--- src/hw/rtl/scln_pkg.sv ---
// shared types and constants of the source character line normalizer
package scln_pkg;

    // byte codes the classifier looks for
    localparam logic [7:0] BYTE_LF  = 8'h0A;
    localparam logic [7:0] BYTE_CR  = 8'h0D;
    localparam logic [7:0] BYTE_BS  = 8'h5C;
    localparam logic [7:0] SIG_B0   = 8'hEF;
    localparam logic [7:0] SIG_B1   = 8'hBB;
    localparam logic [7:0] SIG_B2   = 8'hBF;

    // codes carried by newline results
    localparam logic [7:0] CODE_NEWLINE     = 8'h0A;
    localparam logic [7:0] CODE_ESC_NEWLINE = 8'h0D;
    localparam logic [7:0] CODE_END         = 8'h00;

    // at most this many results per input beat
    localparam int MAX_OPS = 3;

    typedef enum logic [1:0] {
        PEND_NONE  = 2'd0,
        PEND_CR    = 2'd1,
        PEND_BS    = 2'd2,
        PEND_BS_CR = 2'd3
    } pend_t;

    typedef enum logic [1:0] {
        SIG_START = 2'd0,
        SIG_EF    = 2'd1,
        SIG_EFBB  = 2'd2,
        SIG_DONE  = 2'd3
    } sig_t;

    typedef enum logic [1:0] {
        OP_CHAR = 2'd0,
        OP_LINE = 2'd1,
        OP_END  = 2'd2
    } op_kind_t;

    // one result to produce: plain char, newline of 1..3 bytes, or end marker
    typedef struct packed {
        op_kind_t    kind;
        logic [7:0]  code;
        logic [1:0]  nbytes;
    } op_t;

    // everything one input beat turns into
    typedef struct packed {
        logic [1:0]             count;
        op_t [MAX_OPS-1:0]      ops;
    } desc_t;

endpackage

--- src/hw/rtl/scln_front.sv ---
// front end: takes input beats, tracks pending bytes and signature, builds descriptors
module scln_front
(
    input  logic               clk,
    input  logic               rst_n,
    input  logic               cfg_wr_en,
    input  logic               cfg_wr_data,
    input  logic               in_valid,
    output logic               in_ready,
    input  logic [7:0]         byte_value,
    input  logic               end_of_file,
    input  logic               q_full,
    output logic               q_push,
    output scln_pkg::desc_t    q_data
);

    logic               strip_reg;
    scln_pkg::pend_t    pend_reg;
    scln_pkg::pend_t    pend_next;
    scln_pkg::sig_t     sig_reg;
    scln_pkg::sig_t     sig_next;
    scln_pkg::desc_t    desc;
    logic               accept;

    assign in_ready = !q_full;
    assign accept   = in_valid && in_ready;
    assign q_push   = accept && (desc.count != 2'd0);
    assign q_data   = desc;

    // configuration and classifier state
    always_ff @(posedge clk or negedge rst_n)
    begin
        if (!rst_n)
        begin
            strip_reg <= 1'b1;
            pend_reg  <= scln_pkg::PEND_NONE;
            sig_reg   <= scln_pkg::SIG_START;
        end
        else
        begin
            if (cfg_wr_en)
            begin
                strip_reg <= cfg_wr_data;
            end
            if (accept)
            begin
                pend_reg <= pend_next;
                sig_reg  <= sig_next;
            end
        end
    end

    // classify one beat into a list of result ops
    always_comb
    begin
        logic [1:0] n;
        logic       do_normal;
        logic       fresh;
        scln_pkg::op_t op_char_ef;
        scln_pkg::op_t op_char_bb;
        scln_pkg::op_t op_char_bs;
        scln_pkg::op_t op_char_b;
        n          = 2'd0;
        do_normal  = 1'b0;
        fresh      = 1'b0;
        op_char_ef = '{kind: scln_pkg::OP_CHAR, code: scln_pkg::SIG_B0, nbytes: 2'd1};
        op_char_bb = '{kind: scln_pkg::OP_CHAR, code: scln_pkg::SIG_B1, nbytes: 2'd1};
        op_char_bs = '{kind: scln_pkg::OP_CHAR, code: scln_pkg::BYTE_BS, nbytes: 2'd1};
        op_char_b  = '{kind: scln_pkg::OP_CHAR, code: byte_value, nbytes: 2'd1};
        desc       = '0;
        pend_next  = pend_reg;
        sig_next   = sig_reg;

        if (end_of_file)
        begin
            // flush partial signature and pending bytes, then the end marker
            if (sig_reg == scln_pkg::SIG_EF || sig_reg == scln_pkg::SIG_EFBB)
            begin
                desc.ops[n] = op_char_ef;
                n = n + 2'd1;
            end
            if (sig_reg == scln_pkg::SIG_EFBB)
            begin
                desc.ops[n] = op_char_bb;
                n = n + 2'd1;
            end
            case (pend_reg)
                scln_pkg::PEND_CR:
                begin
                    desc.ops[n] = '{kind: scln_pkg::OP_LINE,
                                    code: scln_pkg::CODE_NEWLINE, nbytes: 2'd1};
                    n = n + 2'd1;
                end
                scln_pkg::PEND_BS:
                begin
                    desc.ops[n] = op_char_bs;
                    n = n + 2'd1;
                end
                scln_pkg::PEND_BS_CR:
                begin
                    desc.ops[n] = '{kind: scln_pkg::OP_LINE,
                                    code: scln_pkg::CODE_ESC_NEWLINE, nbytes: 2'd2};
                    n = n + 2'd1;
                end
                default:
                begin
                end
            endcase
            desc.ops[n] = '{kind: scln_pkg::OP_END, code: scln_pkg::CODE_END, nbytes: 2'd0};
            n = n + 2'd1;
            pend_next = scln_pkg::PEND_NONE;
            sig_next  = scln_pkg::SIG_START;
        end
        else
        begin
            // signature check at file start
            case (sig_reg)
                scln_pkg::SIG_START:
                begin
                    if (strip_reg && byte_value == scln_pkg::SIG_B0)
                    begin
                        sig_next = scln_pkg::SIG_EF;
                    end
                    else
                    begin
                        sig_next  = scln_pkg::SIG_DONE;
                        do_normal = 1'b1;
                    end
                end
                scln_pkg::SIG_EF:
                begin
                    if (byte_value == scln_pkg::SIG_B1)
                    begin
                        sig_next = scln_pkg::SIG_EFBB;
                    end
                    else
                    begin
                        sig_next    = scln_pkg::SIG_DONE;
                        desc.ops[n] = op_char_ef;
                        n = n + 2'd1;
                        do_normal   = 1'b1;
                    end
                end
                scln_pkg::SIG_EFBB:
                begin
                    sig_next = scln_pkg::SIG_DONE;
                    if (byte_value != scln_pkg::SIG_B2)
                    begin
                        desc.ops[n] = op_char_ef;
                        n = n + 2'd1;
                        desc.ops[n] = op_char_bb;
                        n = n + 2'd1;
                        do_normal   = 1'b1;
                    end
                end
                default:
                begin
                    do_normal = 1'b1;
                end
            endcase

            // resolve the pending byte against this one
            if (do_normal)
            begin
                pend_next = scln_pkg::PEND_NONE;
                fresh     = 1'b1;
                case (pend_reg)
                    scln_pkg::PEND_CR:
                    begin
                        if (byte_value == scln_pkg::BYTE_LF)
                        begin
                            desc.ops[n] = '{kind: scln_pkg::OP_LINE,
                                            code: scln_pkg::CODE_NEWLINE, nbytes: 2'd2};
                            fresh = 1'b0;
                        end
                        else
                        begin
                            desc.ops[n] = '{kind: scln_pkg::OP_LINE,
                                            code: scln_pkg::CODE_NEWLINE, nbytes: 2'd1};
                        end
                        n = n + 2'd1;
                    end
                    scln_pkg::PEND_BS:
                    begin
                        if (byte_value == scln_pkg::BYTE_LF)
                        begin
                            desc.ops[n] = '{kind: scln_pkg::OP_LINE,
                                            code: scln_pkg::CODE_ESC_NEWLINE, nbytes: 2'd2};
                            n = n + 2'd1;
                            fresh = 1'b0;
                        end
                        else if (byte_value == scln_pkg::BYTE_CR)
                        begin
                            pend_next = scln_pkg::PEND_BS_CR;
                            fresh     = 1'b0;
                        end
                        else
                        begin
                            desc.ops[n] = op_char_bs;
                            n = n + 2'd1;
                        end
                    end
                    scln_pkg::PEND_BS_CR:
                    begin
                        if (byte_value == scln_pkg::BYTE_LF)
                        begin
                            desc.ops[n] = '{kind: scln_pkg::OP_LINE,
                                            code: scln_pkg::CODE_ESC_NEWLINE, nbytes: 2'd3};
                            fresh = 1'b0;
                        end
                        else
                        begin
                            desc.ops[n] = '{kind: scln_pkg::OP_LINE,
                                            code: scln_pkg::CODE_ESC_NEWLINE, nbytes: 2'd2};
                        end
                        n = n + 2'd1;
                    end
                    default:
                    begin
                    end
                endcase

                // the byte itself with nothing pending
                if (fresh)
                begin
                    if (byte_value == scln_pkg::BYTE_CR)
                    begin
                        pend_next = scln_pkg::PEND_CR;
                    end
                    else if (byte_value == scln_pkg::BYTE_BS)
                    begin
                        pend_next = scln_pkg::PEND_BS;
                    end
                    else if (byte_value == scln_pkg::BYTE_LF)
                    begin
                        desc.ops[n] = '{kind: scln_pkg::OP_LINE,
                                        code: scln_pkg::CODE_NEWLINE, nbytes: 2'd1};
                        n = n + 2'd1;
                    end
                    else
                    begin
                        desc.ops[n] = op_char_b;
                        n = n + 2'd1;
                    end
                end
            end
        end
        desc.count = n;
    end

endmodule

--- src/hw/rtl/scln_queue.sv ---
// short descriptor queue between front end and back end
module scln_queue
#(
    parameter int DEPTH = 4
)
(
    input  logic               clk,
    input  logic               rst_n,
    input  logic               push,
    input  scln_pkg::desc_t    push_data,
    output logic               full,
    input  logic               pop,
    output logic               not_empty,
    output scln_pkg::desc_t    head
);

    localparam int PTR_W = (DEPTH > 1) ? $clog2(DEPTH) : 1;
    localparam int CNT_W = $clog2(DEPTH + 1);
    localparam logic [PTR_W-1:0] LAST_PTR = PTR_W'(DEPTH - 1);
    localparam logic [CNT_W-1:0] FULL_CNT = CNT_W'(DEPTH);

    scln_pkg::desc_t    entry_reg [DEPTH];
    logic [PTR_W-1:0]   wr_ptr_reg;
    logic [PTR_W-1:0]   rd_ptr_reg;
    logic [CNT_W-1:0]   count_reg;
    logic [CNT_W-1:0]   count_next;

    assign full      = (count_reg == FULL_CNT);
    assign not_empty = (count_reg != '0);
    assign head      = entry_reg[rd_ptr_reg];

    always_comb
    begin
        count_next = count_reg;
        if (push && !pop)
        begin
            count_next = count_reg + CNT_W'(1);
        end
        else if (pop && !push)
        begin
            count_next = count_reg - CNT_W'(1);
        end
    end

    // pointers and fill level
    always_ff @(posedge clk or negedge rst_n)
    begin
        if (!rst_n)
        begin
            wr_ptr_reg <= '0;
            rd_ptr_reg <= '0;
            count_reg  <= '0;
        end
        else
        begin
            if (push)
            begin
                wr_ptr_reg <= (wr_ptr_reg == LAST_PTR) ? '0 : wr_ptr_reg + PTR_W'(1);
            end
            if (pop)
            begin
                rd_ptr_reg <= (rd_ptr_reg == LAST_PTR) ? '0 : rd_ptr_reg + PTR_W'(1);
            end
            count_reg <= count_next;
        end
    end

    // entry storage
    always_ff @(posedge clk)
    begin
        if (push)
        begin
            entry_reg[wr_ptr_reg] <= push_data;
        end
    end

endmodule

--- src/hw/rtl/scln_back.sv ---
// back end: walks descriptors one op a cycle if unstalled, counts, drives results
module scln_back
(
    input  logic               clk,
    input  logic               rst_n,
    input  logic               q_not_empty,
    input  scln_pkg::desc_t    q_head,
    output logic               q_pop,
    output logic               out_valid,
    input  logic               out_ready,
    output logic [7:0]         char_code,
    output logic [31:0]        line_number,
    output logic [31:0]        column,
    output logic [31:0]        byte_count,
    output logic [31:0]        codepoint_count,
    output logic               is_end,
    output logic               last_of_run
);

    logic [1:0]     idx_reg;
    logic           out_valid_reg;
    logic [31:0]    line_reg;
    logic [31:0]    col_reg;
    logic [31:0]    bytes_reg;
    logic [31:0]    cps_reg;
    logic [31:0]    line_next;
    logic [31:0]    col_next;
    logic [31:0]    bytes_next;
    logic [31:0]    cps_next;
    logic [7:0]     code_reg;
    logic           is_end_reg;
    logic           last_reg;
    scln_pkg::op_t  cur_op;
    logic           load;
    logic           is_last;

    assign cur_op  = q_head.ops[idx_reg];
    assign load    = q_not_empty && (!out_valid_reg || out_ready);
    assign is_last = (idx_reg == q_head.count - 2'd1);
    assign q_pop   = load && is_last;

    // counter update for the current op
    always_comb
    begin
        line_next  = line_reg;
        col_next   = col_reg;
        bytes_next = bytes_reg;
        cps_next   = cps_reg;
        case (cur_op.kind)
            scln_pkg::OP_CHAR:
            begin
                bytes_next = bytes_reg + 32'd1;
                col_next   = col_reg + 32'd1;
                if (cur_op.code[7:6] != 2'b10)
                begin
                    cps_next = cps_reg + 32'd1;
                end
            end
            scln_pkg::OP_LINE:
            begin
                bytes_next = bytes_reg + {30'd0, cur_op.nbytes};
                cps_next   = cps_reg + {30'd0, cur_op.nbytes};
                line_next  = line_reg + 32'd1;
                col_next   = '0;
            end
            default:
            begin
            end
        endcase
    end

    // control and counters
    always_ff @(posedge clk or negedge rst_n)
    begin
        if (!rst_n)
        begin
            idx_reg       <= '0;
            out_valid_reg <= 1'b0;
            line_reg      <= 32'd1;
            col_reg       <= '0;
            bytes_reg     <= '0;
            cps_reg       <= '0;
        end
        else
        begin
            if (load)
            begin
                idx_reg       <= is_last ? 2'd0 : idx_reg + 2'd1;
                out_valid_reg <= 1'b1;
                line_reg      <= line_next;
                col_reg       <= col_next;
                bytes_reg     <= bytes_next;
                cps_reg       <= cps_next;
            end
            else if (out_ready)
            begin
                out_valid_reg <= 1'b0;
            end
        end
    end

    // output payload
    always_ff @(posedge clk)
    begin
        if (load)
        begin
            code_reg   <= cur_op.code;
            is_end_reg <= (cur_op.kind == scln_pkg::OP_END);
            last_reg   <= is_last;
        end
    end

    assign out_valid       = out_valid_reg;
    assign char_code       = code_reg;
    assign line_number     = line_reg;
    assign column          = col_reg;
    assign byte_count      = bytes_reg;
    assign codepoint_count = cps_reg;
    assign is_end          = is_end_reg;
    assign last_of_run     = last_reg;

endmodule

--- src/hw/rtl/source_char_line_normalizer.sv ---
// top level of the source character line normalizer
// Source bytes enter on the input channel (in_valid/in_ready, byte_value,
// end_of_file), one beat per byte. Normalized characters leave on the
// output channel (out_valid/out_ready) with line, column, byte and
// code point counts as they stand after each character.
// The front end classifies each beat in the cycle it is accepted and
// writes a descriptor of up to three results into a short queue; the back
// end moves one result a cycle from it to the output register when not
// stalled, and this walk sets the rate. A beat's first result passes a
// queue entry, then the output register. One beat per cycle is taken
// while each beat yields one result and the receiver is ready; a beat
// yielding two or three results holds the back end until all have left;
// beats that yield none (CR, backslash, signature bytes) add no work.
// A stalled receiver holds the output register; the queue keeps taking
// beats until it is full, then in_ready drops.
// Reset empties the queue and output, sets line to 1, all other counts to
// 0, and arms the signature check with strip_signature set to 1.
// cfg_wr_en writes strip_signature from cfg_wr_data.
module source_char_line_normalizer
#(
    parameter int QUEUE_DEPTH = 4
)
(
    input  logic           clk,
    input  logic           rst_n,
    input  logic           cfg_wr_en,
    input  logic           cfg_wr_data,
    input  logic           in_valid,
    output logic           in_ready,
    input  logic [7:0]     byte_value,
    input  logic           end_of_file,
    output logic           out_valid,
    input  logic           out_ready,
    output logic [7:0]     char_code,
    output logic [31:0]    line_number,
    output logic [31:0]    column,
    output logic [31:0]    byte_count,
    output logic [31:0]    codepoint_count,
    output logic           is_end,
    output logic           last_of_run
);

    logic               q_full;
    logic               q_push;
    logic               q_pop;
    logic               q_not_empty;
    scln_pkg::desc_t    q_wdata;
    scln_pkg::desc_t    q_head;

    // classify input beats
    scln_front u_front
    (
        .clk         (clk),
        .rst_n       (rst_n),
        .cfg_wr_en   (cfg_wr_en),
        .cfg_wr_data (cfg_wr_data),
        .in_valid    (in_valid),
        .in_ready    (in_ready),
        .byte_value  (byte_value),
        .end_of_file (end_of_file),
        .q_full      (q_full),
        .q_push      (q_push),
        .q_data      (q_wdata)
    );

    // decouple front and back
    scln_queue #(.DEPTH(QUEUE_DEPTH)) u_queue
    (
        .clk       (clk),
        .rst_n     (rst_n),
        .push      (q_push),
        .push_data (q_wdata),
        .full      (q_full),
        .pop       (q_pop),
        .not_empty (q_not_empty),
        .head      (q_head)
    );

    // produce results
    scln_back u_back
    (
        .clk             (clk),
        .rst_n           (rst_n),
        .q_not_empty     (q_not_empty),
        .q_head          (q_head),
        .q_pop           (q_pop),
        .out_valid       (out_valid),
        .out_ready       (out_ready),
        .char_code       (char_code),
        .line_number     (line_number),
        .column          (column),
        .byte_count      (byte_count),
        .codepoint_count (codepoint_count),
        .is_end          (is_end),
        .last_of_run     (last_of_run)
    );

endmodule
--- config.mk ---
export PLATFORM = sky130hd
export DESIGN_NAME = source_char_line_normalizer
export DESIGN_NICKNAME = d
export VERILOG_FILES = /design/src/hw/rtl/scln_pkg.sv /design/src/hw/rtl/scln_front.sv /design/src/hw/rtl/scln_queue.sv /design/src/hw/rtl/scln_back.sv /design/src/hw/rtl/source_char_line_normalizer.sv
export SDC_FILE = /design/constraint.sdc
export NUM_CORES = 1
export LEC_CHECK = 0
export ABC_CLOCK_PERIOD_IN_PS = 5700
export BUFFER_PORTS_ARGS = -buffer_cell sky130_fd_sc_hd__buf_2
export CAP_MARGIN = 30
export CELL_PAD_IN_SITES_DETAIL_PLACEMENT = 2
export CELL_PAD_IN_SITES_GLOBAL_PLACEMENT = 2
export CORE_AREA = 2 2 196 198
export DETAILED_ROUTE_END_ITERATION = 12
export DIE_AREA = 0 0 198 200
export GPL_TIMING_DRIVEN = 0
export PLACE_DENSITY = 0.78
export SLEW_MARGIN = 20
export SYNTH_ARGS = -nofsm -noshare
export SYNTH_HDL_FRONTEND = slang
export SYNTH_SLANG_ARGS = --single-unit
--- constraint.sdc ---
create_clock -name clk -period 5.7 [get_ports clk]
set_clock_uncertainty 0.05 [all_clocks]
set_input_delay 1.14 -clock clk [delete_from_list [all_inputs] [get_ports clk]]
set_output_delay 1.14 -clock clk [all_outputs]
set_load 0.005 [all_outputs]
==> flow_metrics.py, run 1 <==
metrics = {
    "run_status": {
        "status": "completed",
    },
    "sta": {
        "fmax_mhz": 210.4,
        "tightest_slew_ns": 0.9353,
        "tns_ns": 0,
        "drv_slew": 0,
        "worst_slack_ns": 0.9464,
        "max_slew_margin": 0.3699,
        "period_minus_slack_ns": 4.754,
        "rsz0062_at_grt": "false",
        "setup_viol": 0,
        "final_hold_viol_count": 0,
        "whs_ns": 0.4289,
        "fin_crit_sh": 0.8340,
    },
    "global_route": {
        "overflow": 0,
        "antenna_found_initial": 0,
        "grt_pass1_wl_um": 74160,
        "grt_pass1_vias": 11997,
        "grt_max_degree": 86,
        "track_usage": 0.2448,
    },
    "worst_setup_path": {
        "cp.arrival_ns": 4.90,
        "path_class": "input pin to flop",
        "path_cells": "buf_2, clkbuf_1, nand2_1, o31a_1, nand2_1, ha_1, mux2i_1, ha_1, nand2_1, o41ai_1, a211oi_2, and2_2, buf_16",
        "slowest_stage": "and2_2",
        "cpLargestDelayFamily": "simple AND/OR/NAND/NOR gates",
        "worstPathRequired_ns": 5.85,
        "cp-start-kind": "input pin",
        "cpPeakStageDelay_ns": 0.70,
        "crit_top_cell": "nand2_1",
        "cp.buffers_inverters": 3,
        "path_max_fanout": 21,
        "endpoint_kind": "flop",
    },
    "clock_tree": {
        "clkSlewWorstSetupHoldPaths_ns": 0.06,
        "h-tree-depth": 2,
        "clockBufferDepth": 3,
        "cts_hold_buf": 0,
        "post_cts_buffers": 0,
        "cts_resized": 0,
        "cts_root_buf": "clkbuf_16",
        "clk_latency_ns": 0.52,
        "tritoncts": "built",
        "clock-sinks": 305,
        "numCtsBuffers": 36,
    },
    "pwr": {
        "leakagePower_nw": 7.340,
        "comb_power_share": 0.369,
        "clkPwrFrac": 0.266,
        "seqPwrFrac": 0.365,
        "p_sw_w": 0.003267,
        "p_int_w": 0.005324,
        "irDropWorstVdd_uv": 195.6,
        "p_sw_frac": 0.3803,
        "pwr_density_cell_nw_per_um2": 491.6,
    },
    "finish": {
        "areaGrowthSynthToFinish_pct": 18.29,
        "layout_common_cells": "buf_2 (163), edfxtp_1 (162), dfrtp_1 (141)",
        "final_common_cell": "buf_2",
        "antennaDiodeCount": 0,
        "final_util": 0.4672,
        "nets": 1446,
        "largest_register_ffs": 152,
        "final_layout_size_suffix_gt1_frac": 0.2133,
    },
    "synth": {
        "ys_seq_area_frac": 0.5717,
        "synth_nets": 1249,
        "syn_inst": 1205,
        "yosysUniqueCellTypes": 82,
        "async_flop_share": 0.4689,
        "synth_enable_flop_cells": 162,
        "syn_avg_cell_area_um2": 12.26,
        "syn-cell-area_um2": 14770,
        "yosys_warnings": 0,
        "yosys_most_used_dff": "edfxtp_1",
        "ys_ff_latch": 305,
    },
    "routing": {
        "vias_per_cell": 5.656,
        "vias": 10978,
        "routed_wl_um": 47690,
        "initialDrtViolationCount": 575,
        "wl_per_cell_um": 24.57,
        "ant_nets": 0,
        "drc_errors": 0,
        "drt_pass1_iterations": 5,
    },
    "floorplan": {
        "num_rows": 71,
        "dieArea_um2": 39600,
        "start_util": 0.3950,
        "core_um2": 37400,
        "io_pins": 155,
        "die_h_um": 200,
        "die_width_um": 198,
    },
    "place": {
        "dp_hpwl_um": 33590,
        "place_congestion": 0.8983,
        "numPortBuffers": 153,
        "place_ws_ns": 0.3738,
    },
    "min_path": {
        "hp-class": "flop to flop",
    },
    "run": {
        "maxCapViolCount": 0,
    },
}
[cell type report]
cell class              instances  area (um2)
fillers                      3775       19930
flip-flops and latches        305        8446
multi-input cells             809        5946
clock buffers                  48       998.5
repair buffers                159       905.9
well taps                     511       639.4
plain buffers                  49       231.5
inverters                      42       157.7
clock inverters                18       150.1
[worst reg2reg max path: cells and delay by family (launching register included)]
kind | cells | cell delay [ns]
mux | 1 | 0.30
simple gates | 3 | 0.96
fa+ha+maj | 3 | 0.87
buf+inv | 3 | 0.84
flops | 1 | 0.39
compound gates | 3 | 0.96
[per-layer routing]
metal / up-vias / GRT usage / routed length, um
li1: 4850 / - / -
met1: 5740 / 0.3261 / 20690
met2: 307 / 0.4215 / 23770
met3: 81 / 0.03411 / 2053
met4: 0 / 0.06656 / 1177
met5: - / 0 / 0
[cells by family after synthesis]
| family | share of synthesized area |
|---|---|
| xor+xnor | 0.07174 |
| simple gates | 0.1533 |
| flops | 0.5717 |
| buf+inv | 0.02634 |
| compound gates | 0.07470 |
| mux | 0.07546 |
| fa+ha+maj | 0.02676 |
[power groups by stage]
| stage | clock network (W) | logic (W) | registers, W |
|---|---|---|---|
| 5_1_grt | 0.00241 | 0.00346 | 0.00318 |
| 3_3_place_gp | 0 | 0.00293 | 0.00313 |
| 6_report | 0.00228 | 0.00317 | 0.00314 |
| 4_1_cts | 0.00233 | 0.00320 | 0.00314 |
| 2_1_floorplan | 0 | 0.00197 | 0.00310 |
| 3_5_place_dp | 0 | 0.00314 | 0.00317 |
[Yosys cell counts, drive strengths merged, types with 3 or more instances]
cell     number  area, um2
o211ai        5      37.54
o21ai        60      300.3
a211oi        6      62.56
edfxtp      162       4865
a22o          7      62.56
and3         23      143.9
o31ai         8      78.82
nor2b         6      37.54
a31oi         5      31.28
or2           7      43.80
nand2b       10      62.56
o22ai        19      118.9
and2         17      106.4
buf          17      111.4
nor3         45      240.2
ha           26      325.3
inv          40      150.1
xnor2        60      525.5
a21oi        25      128.9
mux2          7      78.82
a21o          4      30.03
dfrtp       141       3528
a22oi         5      51.30
or3           4      25.02
nor2         79      312.8
nand2       104      400.4
fa            3      60.06
o2bb2ai       4      35.03
xor2         61      534.3
nand4        25      156.4
mux4         38      855.8
and4          9      78.83
nor4b         3      47.54
o21a          3      22.52
nor4         32      236.5
clkbuf       32      120.1
nor3b         4      30.03
nand3        51      255.2
mux2i        18      180.2
[worst paths after layout]
kind	endpoint	cells after the start	slack, ns	from
setup / recovery	u_queue.entry_reg[0][4]	13	0.95	byte_value[2]
hold / removal	u_back.line_number[31]	1	0.43	u_back.line_number[31]
min in group asynchronous	u_back.codepoint_count[10]	1	0.52	rst_n
max in group asynchronous	u_front.strip_reg	2	4.19	rst_n
hold reg to reg	u_back.line_number[31]	1	0.43	u_back.line_number[31]
setup reg to reg	u_queue.entry_reg[0][4]	13	0.98	u_front.sig_reg[0]
[stage by stage]
step	total power (W)	cells	area [um2]
6_report	0.008590	1941	17470
5_1_grt	0.009050	1941	17470
4_1_cts	0.008663	1941	17470
3_5_place_dp	0.006311	1875	16330
3_3_place_gp	0.006066	1869	16180
2_1_floorplan	0.005071	1205	14770
Power figures use the tool's default switching activity.
==> run 2: changes to the inputs <==
--- a/config.mk
+++ b/config.mk
@@ -5,16 +5,17 @@
 export SDC_FILE = /design/constraint.sdc
 export NUM_CORES = 1
 export LEC_CHECK = 0
-export ABC_CLOCK_PERIOD_IN_PS = 5700
+export ABC_AREA = 1
+export ABC_CLOCK_PERIOD_IN_PS = 4400
 export BUFFER_PORTS_ARGS = -buffer_cell sky130_fd_sc_hd__buf_2
 export CAP_MARGIN = 30
 export CELL_PAD_IN_SITES_DETAIL_PLACEMENT = 2
 export CELL_PAD_IN_SITES_GLOBAL_PLACEMENT = 2
-export CORE_AREA = 2 2 196 198
+export CORE_AREA = 2 2 216 218
 export DETAILED_ROUTE_END_ITERATION = 12
-export DIE_AREA = 0 0 198 200
+export DIE_AREA = 0 0 218 220
 export GPL_TIMING_DRIVEN = 0
-export PLACE_DENSITY = 0.78
+export PLACE_DENSITY = 0.81
 export SLEW_MARGIN = 20
 export SYNTH_ARGS = -nofsm -noshare
 export SYNTH_HDL_FRONTEND = slang
==> constraint.sdc (replaced) <==
create_clock -name clk -period 4.4 [get_ports clk]
set_clock_uncertainty 0.05 [all_clocks]
set_input_delay 0.88 -clock clk [delete_from_list [all_inputs] [get_ports clk]]
set_output_delay 0.88 -clock clk [all_outputs]
set_load 0.005 [all_outputs]
==> run 2 against run 1 <==
Against the previous run: non-clock buffer count grew 26; worst setup slack worse by 0.75 ns; critical path type is now flop to flop; final area up 14%; sequential share of layout area shrank 5.8 points; clock-buffer cell count is the same; power increased by 61%.
==> flow_metrics.py, run 2 <==
metrics = {
    "finish": {
        "largest_register_ffs": 152,
        "final_layout_size_suffix_gt1_frac": 0.1478,
        "layout_common_cells": "nand2_1 (533), nor2_1 (233), inv_1 (183)",
        "nets": 2240,
        "areaGrowthSynthToFinish_pct": 18.93,
        "final_area_um2": 19870,
        "final_common_cell": "nand2_1",
    },
    "global_route": {
        "use_met3": 0.03851,
        "busiest_layer": "met2",
        "grt_max_degree": 86,
        "use_met2": 0.4969,
        "grt_pass1_vias": 17023,
        "track_usage": 0.2775,
        "overflow": 0,
        "antenna_found_initial": 1,
        "grt.met1_usage": 0.3424,
        "grt_pass1_wl_um": 101900,
    },
    "floorplan": {
        "dieArea_um2": 47960,
        "start_util": 0.3644,
        "core_um2": 45860,
        "io_pins": 155,
        "num_rows": 79,
        "die_width_um": 218,
        "die_h_um": 220,
    },
    "synth": {
        "async_flop_share": 0.4689,
        "yosys_most_used_dff": "edfxtp_1",
        "synthTopCellsByArea": "edfxtp_1 (29%), dfrtp_1 (21%), nand2_1 (12%), nor2_1 (5.3%), o21ai_0 (4.9%)",
        "synth_enable_flop_cells": 162,
        "yosys-top-cells-count": "nand2_1 (534), nor2_1 (238), inv_1 (185)",
        "syn-cell-area_um2": 16710,
        "syn_inst": 1986,
        "ys_ff_latch": 305,
        "synth_most_common_cell": "nand2_1",
        "synth_nets": 2030,
        "yosys_warnings": 0,
        "syn_avg_cell_area_um2": 8.414,
        "ys_seq_area_frac": 0.5054,
        "yosysTopAreaCell": "edfxtp_1",
        "yosysUniqueCellTypes": 49,
        "yosysTopAreaCellShare": 0.2911,
    },
    "worst_setup_path": {
        "cp-start-kind": "flop",
        "endpoint_kind": "flop",
        "rr_worst_depth": 25,
        "cp.arrival_ns": 4.59,
        "path_max_fanout": 6,
        "worstPathRequired_ns": 4.79,
        "r2r_start": "u_front.sig_reg[1]",
        "rrSetupSlack_ns": 0.20,
        "path_class": "flop to flop",
        "timing.rr.end": "u_queue.count_reg[2]",
    },
    "place": {
        "dp_hpwl_um": 48010,
        "dpl_cell_area_um2": 18440,
        "place_congestion": 0.9107,
        "numPortBuffers": 154,
    },
    "sta": {
        "fmax_mhz": 238.1,
        "period_minus_slack_ns": 4.199,
        "tightest_slew_ns": 0.8275,
        "final_hold_viol_count": 0,
        "setup_viol": 0,
        "drv_slew": 0,
        "max_slew_margin": 0.4425,
        "tns_ns": 0,
        "fin_crit_sh": 0.9544,
    },
    "clock_tree": {
        "h-tree-depth": 2,
        "cts_root_buf": "clkbuf_16",
        "clk_latency_ns": 0.57,
        "numCtsBuffers": 38,
        "tritoncts": "built",
        "clock-sinks": 305,
        "clockBufferDepth": 3,
        "clkSlewWorstSetupHoldPaths_ns": 0.06,
    },
    "pwr": {
        "pwr_density_cell_nw_per_um2": 694.6,
        "power.total_w": 0.01381,
        "irDropWorstVdd_uv": 306.4,
        "leakagePower_nw": 8.628,
    },
    "routing": {
        "vias_per_cell": 5.504,
        "routed_wl_um": 66710,
        "wl_per_cell_um": 23.54,
        "ant_nets": 0,
        "initialDrtViolationCount": 1033,
        "drc_errors": 0,
        "vias": 15598,
        "drt_pass1_iterations": 5,
    },
    "min_path": {
        "hp-class": "input pin to async pin",
    },
    "run": {
        "maxCapViolCount": 0,
    },
    "run_status": {
        "status": "completed",
    },
}
-- run 2: changes by cell type in the layout (fill, tap and decap cells not counted), moves of 21 or more --
cell,change
nand2_1,+433
nor2_1,+156
inv_1,+143
o21ai_0,+107
xnor2_1,-39
mux4_2,-38
nand3_1,+27
nand4_1,+27
and3_1,-23
clkbuf_1,-22
xor2_1,+21
-- run 2: where the power goes --
part	leakage, nW	total (W)	internal [W]	switching, W
clock network	0.604	0.00314	0.00183	0.00131
registers	3.41	0.00451	0.00396	0.000551
logic	4.62	0.00616	0.00181	0.00434
-- run 2: how the worst max path moves through the flow --
stage	slack, ns	cells past startpoint	endpoint	from
after CTS	0.0008	25	u_queue.count_reg[2]	u_front.sig_reg[0]
after global routing	-0.03	21	u_queue.entry_reg[0][21]	u_front.sig_reg[1]
final	0.20	25	u_queue.count_reg[2]	u_front.sig_reg[1]
after floorplan	-0.33	21	u_queue.entry_reg[0][0]	byte_value[6]
after global placement	-2.39	20	u_queue.entry_reg[0][11]	u_front.sig_reg[1]
after detailed placement	-0.80	25	u_queue.count_reg[1]	u_front.sig_reg[1]
-- run 2: timing repair --
item                                    CTS  global route
pin swaps                                 2             3
setup buffers                             4             6
hold buffers                              0             0
resized for setup                        24            21
endpoints found under the setup margin  189           113
endpoints found under the hold margin     0             0
-- run 2: worst max-delay path, stage by stage (launching register included) --
cell and delay [ns]:
dfrtp_2 0.42, inv_1 0.13, ha_4 0.35, clkinvlp_4 0.12, nor2_1 0.17, inv_1 0.08, ha_1 0.31, nor2_1 0.12
nor2_1 0.05, nand2_1 0.10, nand2_1 0.08, inv_1 0.09, ha_1 0.23, inv_1 0.06, nor2_1 0.04, nor2_1 0.09
nand2_1 0.12, nand2_4 0.12, o21ai_4 0.07, inv_1 0.13, ha_1 0.17, inv_1 0.08, fa_1 0.41, a21oi_1 0.17
o21ai_0 0.15, xor2_1 0.17
-- run 2: cell families after synthesis --
logic type	after synthesis	synth area share
compound gates	280	0.09659
xor+xnor	103	0.05398
fa+ha+maj	29	0.02306
buf+inv	256	0.06469
flops	305	0.5054
mux	1	0.0006738
simple gates	1012	0.2556
-- run 2: cell type report --
cell class / count / area (um2)
well taps: 607 / 759.5
multi-input cells: 1425 / 7308
diodes: 1 / 2.502
fillers: 5199 / 25990
plain buffers: 63 / 389.1
inverters: 192 / 729.5
clock inverters: 22 / 207.7
flip-flops and latches: 305 / 8448
clock buffers: 48 / 1018
repair buffers: 171 / 1011
-- run 2: layer usage --
metal,wire (um),share of wire,up-vias
met5,0,0,-
met4,1924,0.029,0
met3,2549,0.038,114
met2,34380,0.52,372
met1,27850,0.42,8033
li1,-,-,7079
-- run 2: metrics by stage --
stage	instances	utilization	hold slack (ns)	setup WS [ns]
floorplan	1986	-	0.4422	-0.3271
finish	2834	0.4333	0.2335	0.2007
CTS	2826	0.4308	0.2343	0.0008185
global route	2834	0.4333	0.2553	-0.02614
detailed placement	2753	0.4021	0.4525	-0.8037
global placement	2747	0.3977	0.4409	-2.393
